## config.mk

```make
export PLATFORM = sky130hd
export DESIGN_NAME = base64_stream_decoder_unit
export DESIGN_NICKNAME = d
export VERILOG_FILES = /design/src/rtl/core/b64d_pkg.sv /design/src/rtl/core/base64_stream_decoder_unit.sv
export SDC_FILE = /design/constraint.sdc
export NUM_CORES = 1
export LEC_CHECK = 0
export ABC_AREA = 1
export BUFFER_PORTS_ARGS = -buffer_cell sky130_fd_sc_hd__buf_2
export CAP_MARGIN = 5
export CELL_PAD_IN_SITES_DETAIL_PLACEMENT = 1
export CELL_PAD_IN_SITES_GLOBAL_PLACEMENT = 1
export CORE_MARGIN = 1.5
export CORE_UTILIZATION = 39
export CTS_CLUSTER_SIZE = 10
export DETAILED_ROUTE_END_ITERATION = 10
export HOLD_SLACK_MARGIN = 0.08
export PLACE_DENSITY_LB_ADDON = 0.1
export RECOVER_POWER = 100
export SLEW_MARGIN = 20
export SYNTH_ARGS = -nofsm -noshare
export SYNTH_HDL_FRONTEND = slang
export SYNTH_SLANG_ARGS = --single-unit
```

## constraint.sdc

```tcl
create_clock -name clock -period 4.15 [get_ports clock]
set_clock_uncertainty 0.1 [all_clocks]
set_input_delay 0.83 -clock clock [delete_from_list [all_inputs] [get_ports clock]]
set_output_delay 0.83 -clock clock [all_outputs]
set_load 0.01 [all_outputs]
```

## src/rtl/core/b64d_pkg.sv

```systemverilog
`timescale 1ns / 1ps
// ----------------------------------------------------------------------------
// b64d_pkg
// shared types, constants and the character classifier for the base64
// stream decoder
// ----------------------------------------------------------------------------
package b64d_pkg;

   localparam logic [7:0] PAD_CHAR   = 8'h3D;
   localparam logic [7:0] NUL_CHAR   = 8'h00;
   localparam logic [5:0] LOW_NIBBLE = 6'h0F;
   localparam logic [5:0] LOW_PAIR   = 6'h03;

   // result queue geometry
   localparam int QUEUE_DEPTH = 4;
   localparam int PTR_W       = $clog2(QUEUE_DEPTH);
   localparam int CNT_W       = $clog2(QUEUE_DEPTH + 1);

   typedef enum logic [1:0] {
      KIND_BYTE  = 2'd0,
      KIND_OK    = 2'd1,
      KIND_ERROR = 2'd2
   } kind_type;

   typedef enum logic [1:0] {
      CLASS_SYMBOL = 2'd0,
      CLASS_SKIP   = 2'd1,
      CLASS_BAD    = 2'd2
   } char_class_type;

   typedef struct packed {
      char_class_type cls;
      logic [5:0]     value;
   } char_info_type;

   typedef struct packed {
      kind_type   kind;
      logic [7:0] byte_out;
      logic       last_of_run;
   } result_type;

   // maps a character to its six-bit symbol value, whitespace or bad
   function automatic char_info_type classify(input logic [7:0] c);
      char_info_type info;
      info.cls   = CLASS_BAD;
      info.value = 6'd0;
      priority if (c >= 8'h41 && c <= 8'h5A) begin
         info.cls   = CLASS_SYMBOL;
         info.value = 6'(c - 8'h41);
      end else if (c >= 8'h61 && c <= 8'h7A) begin
         info.cls   = CLASS_SYMBOL;
         info.value = 6'(c - 8'h61 + 8'd26);
      end else if (c >= 8'h30 && c <= 8'h39) begin
         info.cls   = CLASS_SYMBOL;
         info.value = 6'(c - 8'h30 + 8'd52);
      end else if (c == 8'h2B) begin
         info.cls   = CLASS_SYMBOL;
         info.value = 6'd62;
      end else if (c == 8'h2F) begin
         info.cls   = CLASS_SYMBOL;
         info.value = 6'd63;
      end else if (c == 8'h09 || c == 8'h0A || c == 8'h0D || c == 8'h20) begin
         info.cls   = CLASS_SKIP;
      end else begin
         info.cls   = CLASS_BAD;
      end
      return info;
   endfunction

endpackage

```

## src/rtl/core/base64_stream_decoder_unit.sv

```systemverilog
`timescale 1ns / 1ps
// ----------------------------------------------------------------------------
// base64_stream_decoder_unit
// streaming base64 decoder, standard alphabet, one text character per word
// ----------------------------------------------------------------------------
// Takes one character per cycle on the req channel and decodes it against the
// decoder state at the moment it is accepted; the up to two result words it
// causes (a decoded byte and, on the end-of-text word, a status word) go into
// a four-entry result queue feeding rsp, one word per cycle unless stalled.
// A word is taken every cycle while the queue has room for two results, so a
// plain text stream runs at one character per cycle; only the end-of-text
// word that also completes a byte puts two words into the queue. An accepted
// character's results are written into the registered queue behind any
// words already waiting there. Tab, LF, CR and space are skipped, a pad is
// skipped (a lone pad at group position 1 is an error), NUL stops decoding
// until the end mark, and anything else fails the string. After the status
// word all decoder state is back at reset, ready for the next string; on an
// error status the bytes already sent for the string are void.
// ----------------------------------------------------------------------------
module base64_stream_decoder_unit
   import b64d_pkg::*;
(
   input  logic       clock,
   input  logic       reset,
   // character words in
   input  logic       req_valid,
   output logic       req_stall,
   input  logic [7:0] req_char_in,
   input  logic       req_end_of_text,
   // result words out
   output logic       rsp_valid,
   input  logic       rsp_stall,
   output logic [1:0] rsp_kind,
   output logic [7:0] rsp_byte_out,
   output logic       rsp_last_of_run
);

   // decoder state
   logic [1:0] phase_ff,   phase_in;
   logic [7:0] partial_ff, partial_in;
   logic       pending_ff, pending_in;
   logic       failed_ff,  failed_in;
   logic       stopped_ff, stopped_in;

   // result queue
   result_type             queue_ff [QUEUE_DEPTH];
   logic [PTR_W-1:0]       wr_ptr_ff, wr_ptr_in;
   logic [PTR_W-1:0]       rd_ptr_ff, rd_ptr_in;
   logic [CNT_W-1:0]       count_ff,  count_in;

   logic          req_take;
   logic          rsp_take;
   char_info_type info;
   logic          emit;
   logic [7:0]    emit_byte;
   logic          fail_now;
   result_type    res0;
   result_type    res1;
   logic [1:0]    push_n;

   // hold off new words unless two free slots are left
   assign req_stall = (count_ff > CNT_W'(QUEUE_DEPTH - 2));
   assign req_take  = req_valid && !req_stall;
   assign rsp_valid = (count_ff != '0);
   assign rsp_take  = rsp_valid && !rsp_stall;

   assign info = classify(req_char_in);

   // one character against the current state
   always_comb begin
      phase_in   = phase_ff;
      partial_in = partial_ff;
      pending_in = pending_ff;
      failed_in  = failed_ff;
      stopped_in = stopped_ff;
      emit       = 1'b0;
      emit_byte  = 8'd0;

      if (!failed_ff && !stopped_ff) begin
         pending_in = 1'b0;
         // a pad at position 1 must be followed right away by another pad
         if (pending_ff && req_char_in != PAD_CHAR) begin
            failed_in = 1'b1;
         end else if (req_char_in == NUL_CHAR) begin
            stopped_in = 1'b1;
         end else if (req_char_in == PAD_CHAR) begin
            pending_in = (phase_ff == 2'd1);
         end else if (info.cls == CLASS_BAD) begin
            failed_in = 1'b1;
         end else if (info.cls == CLASS_SYMBOL) begin
            phase_in = phase_ff + 2'd1;
            unique case (phase_ff)
               2'd0: begin
                  partial_in = {info.value, 2'b00};
               end
               2'd1: begin
                  emit       = 1'b1;
                  emit_byte  = partial_ff | {6'd0, info.value[5:4]};
                  partial_in = {4'((info.value & LOW_NIBBLE)), 4'd0};
               end
               2'd2: begin
                  emit       = 1'b1;
                  emit_byte  = partial_ff | {4'd0, info.value[5:2]};
                  partial_in = {2'((info.value & LOW_PAIR)), 6'd0};
               end
               default: begin
                  emit       = 1'b1;
                  emit_byte  = partial_ff | {2'd0, info.value};
                  partial_in = 8'd0;
               end
            endcase
         end
      end

      // end of text: still waiting on the second pad counts as an error
      fail_now = failed_in || pending_in;

      // result words for this character
      res0.kind        = KIND_BYTE;
      res0.byte_out    = emit_byte;
      res0.last_of_run = !req_end_of_text;
      res1.kind        = fail_now ? KIND_ERROR : KIND_OK;
      res1.byte_out    = 8'd0;
      res1.last_of_run = 1'b1;
      push_n           = 2'd0;
      if (emit && req_end_of_text) begin
         push_n = 2'd2;
      end else if (emit) begin
         push_n = 2'd1;
      end else if (req_end_of_text) begin
         push_n = 2'd1;
         res0   = res1;
      end

      // status word sent: back to the reset state
      if (req_end_of_text) begin
         phase_in   = 2'd0;
         partial_in = 8'd0;
         pending_in = 1'b0;
         failed_in  = 1'b0;
         stopped_in = 1'b0;
      end

      if (!req_take) begin
         push_n = 2'd0;
      end

      wr_ptr_in = wr_ptr_ff + PTR_W'(push_n);
      rd_ptr_in = rd_ptr_ff + PTR_W'(rsp_take);
      count_in  = count_ff + CNT_W'(push_n) - CNT_W'(rsp_take);
   end

   // decoder state and queue control
   always_ff @(posedge clock) begin
      if (reset) begin
         phase_ff   <= 2'd0;
         partial_ff <= 8'd0;
         pending_ff <= 1'b0;
         failed_ff  <= 1'b0;
         stopped_ff <= 1'b0;
         wr_ptr_ff  <= '0;
         rd_ptr_ff  <= '0;
         count_ff   <= '0;
      end else begin
         if (req_take) begin
            phase_ff   <= phase_in;
            partial_ff <= partial_in;
            pending_ff <= pending_in;
            failed_ff  <= failed_in;
            stopped_ff <= stopped_in;
         end
         wr_ptr_ff <= wr_ptr_in;
         rd_ptr_ff <= rd_ptr_in;
         count_ff  <= count_in;
      end
   end

   // queue payload, no reset needed
   always_ff @(posedge clock) begin
      if (push_n != 2'd0) begin
         queue_ff[wr_ptr_ff] <= res0;
      end
      if (push_n == 2'd2) begin
         queue_ff[wr_ptr_ff + PTR_W'(1)] <= res1;
      end
   end

   // head of queue drives the rsp channel
   assign rsp_kind        = queue_ff[rd_ptr_ff].kind;
   assign rsp_byte_out    = queue_ff[rd_ptr_ff].byte_out;
   assign rsp_last_of_run = queue_ff[rd_ptr_ff].last_of_run;

endmodule

```

==> results.cfg <==
[status]
outcome = complete, no violations

[clocking]
cts_setup_buffers = 0
clk_latency_ns = 0.35
cts_max_level = 3
clock-root-buffer = clkbuf_8
clock_path_buffers = 2
cts-resized-gates = 0
path_clk_slew_ns = 0.07
hold_buffers = 0
cts_inserted_buffers = 9
cts.sinks = 62
cts_tree = done

[setup_path]
crit_top_cell = inv_1
crit_chain = buf_2 -> inv_1 -> ha_1 -> inv_1 -> nand2_1 -> nand2_1 -> nor2_1 -> nor2_4 -> nand2_2 -> nand3_4 -> nand4_1 -> inv_1 -> ha_1 -> inv_1 -> nor2_1 -> buf_4 -> nor2_2 -> nor3_4 -> inv_1 -> nand2_1 -> inv_1 -> nand2_1 -> o21ai_0
crit_required_ns = 4.28
end_kind = register
arrival_ns = 3.94
crit_fanout = 10
critPathKind = input pin to register
startpoint_type = input pin
critPathMaxStageDelay_ns = 0.38
cp_slowest_cell = nor3_4

[logic_synthesis]
synth_edf_count = 8
ys_warn_count = 0
async_flop_share_pct = 0
syn_avg_cell_area_sq_um = 6.65
yosysSeqAreaShare_pct = 33.4
synth.distinct_cells = 31
syn_inst = 594
ys.flop_type = dfxtp_1
synth_top_area_share_pct = 27.4
yosys.area.top_type = dfxtp_1
syn_area_sq_um = 3950
ys_ff_latch = 62
synth.top_cells.by_area = dfxtp_1 27%, nand2_1 16%, nand3_1 11%
syn-num-nets = 628

[timing]
tightest_slew_ns = 1.01
min_period_ns = 3.81
maxSlewHeadroom_pct = 32.4
finalHoldViolations = 0
fmax_mhz = 263
setup_ws_ns = 0.345
setup_viol = 0
fin_crit_sh_pct = 91.7
rsz0062_at_grt = no
slew_viol_final = 0

[finish]
drive_gt1_share_pct = 10.0
n_antenna_cell = 0
final_core_util_pct = 44.6
nets = 658
final_common_cell = nand2_1
final_cell_mix = 167 x nand2_1, 87 x nand3_1, 69 x nor2_1
synthToLayoutAreaGrowth_pct = 10.8

[routing]
wl_per_cell_um = 15.3
totalWireLength_um = 11600
dr.pass1.iters = 4
drtIter0Drc = 138
antenna_left = 0
vias_per_cell = 5.11
vias = 3889
drc = 0

[floorplan]
fp.dieH_um = 104
io_pins = 26
coreArea_sq_um = 9820
rows = 36
start_util_pct = 40.2
die_x_um = 104
dieArea_sq_um = 10700

[global_routing]
grt_max_degree = 25
antenna_found_initial = 0
first_global_vias = 4034
grt_pass1_wl_um = 19600
grt_use_total_pct = 22.6
gr-total-overflow = 0

[placed_design]
preCtsSetupSlack_ns = -0.0546
port_buffers = 25
place.gp.congestion = 0.974
hpwl_um = 9250

[pwr]
ir_drop_mv = 0.174
leakagePower_uw = 0.00211
powerDensity_nw_per_um2 = 415

[job]
maxCapViolCount = 0

[worst_hold_path]
hold_path.class = register to register
worst max-delay path, delay by kind of cell:
kind	cells	cell delay (ns)
fa+ha+maj	2	0.53
simple gates	12	1.60
buf+inv	8	0.88
compound gates	1	0.07
layer usage:
metal,part of all wire [%],global-route usage (%)
met1,46,27.5
met2,49,40.4
met3,2.6,4.15
met4,1.7,6.55
met5,0,0
kinds of logic (layout without fill, tap and decap cells):
kind of cell    Yosys count  count (layout)  synth area share (%)
simple gates            349             349                  39.4
compound gates           68              68                  9.82
xor+xnor                 10              10                  2.22
fa+ha+maj                21              21                  6.84
buf+inv                  84             118                  8.33
flops                    62              62                  33.4
registers in the layout, summed over array words and instances, names as in the netlist:
name        count
queue_ff       44
partial_ff      6
count_ff        3
phase_ff        2
rd_ptr_ff       2
wr_ptr_ff       2
failed_ff       1
pending_ff      1
stopped_ff      1
cells in the mapped netlist, drive strengths merged (3+ instances only):
| library cell | instances |
|---|---|
| nand2 | 173 |
| nand3 | 88 |
| nor2 | 74 |
| inv | 69 |
| dfxtp | 54 |
| o21ai | 30 |
| a21oi | 21 |
| ha | 20 |
| o22ai | 11 |
| clkbuf | 9 |
| edfxtp | 8 |
| xor2 | 7 |
| nand4 | 6 |
| buf | 5 |
| nor3 | 5 |
| nand3b | 3 |
| o21bai | 3 |
| xnor2 | 3 |
through the flow:
stage          std cells  hold WS [ns]  instance area (sq um)  TNS [ns]  power (uW)
6_report             761         0.355                   4380         0        1820
5_1_grt              761         0.371                   4380         0        1960
4_1_cts              761         0.354                   4410         0        1860
3_5_place_dp         746         0.339                   4240    -0.407        1380
3_3_place_gp         746         0.333                   4240         0        1360
2_1_floorplan        594         0.321                   3950         0        1170
worst paths after layout:
kind | start | to | slack [ns] | cells past startpoint
setup / recovery | req_char_in[1] | queue_ff[3][7] | 0.34 | 23
hold / removal | queue_ff[1][4] | queue_ff[1][4] | 0.35 | 2
setup reg to reg | phase_ff[0] | queue_ff[3][7] | 1.18 | 15
hold reg to reg | queue_ff[1][4] | queue_ff[1][4] | 0.35 | 2
area by class of cell:
| type | count | area (sq um) |
|---|---|---|
| Clock buffer | 13 | 159 |
| Clock inverter | 2 | 10.0 |
| Fill cell | 1338 | 5440 |
| Inverter | 70 | 263 |
| Multi-Input combinational cell | 448 | 2290 |
| Sequential cell | 62 | 1320 |
| Tap cell | 133 | 166 |
| Timing Repair Buffer | 33 | 166 |
where the power goes:
group          total (uW)  leakage, uW  switching, uW  internal, uW
Sequential            695     0.000516           39.4           655
Combinational         648      0.00151            439           208
Clock                 477    0.0000893            232           244
Power figures use the tool's default switching activity.
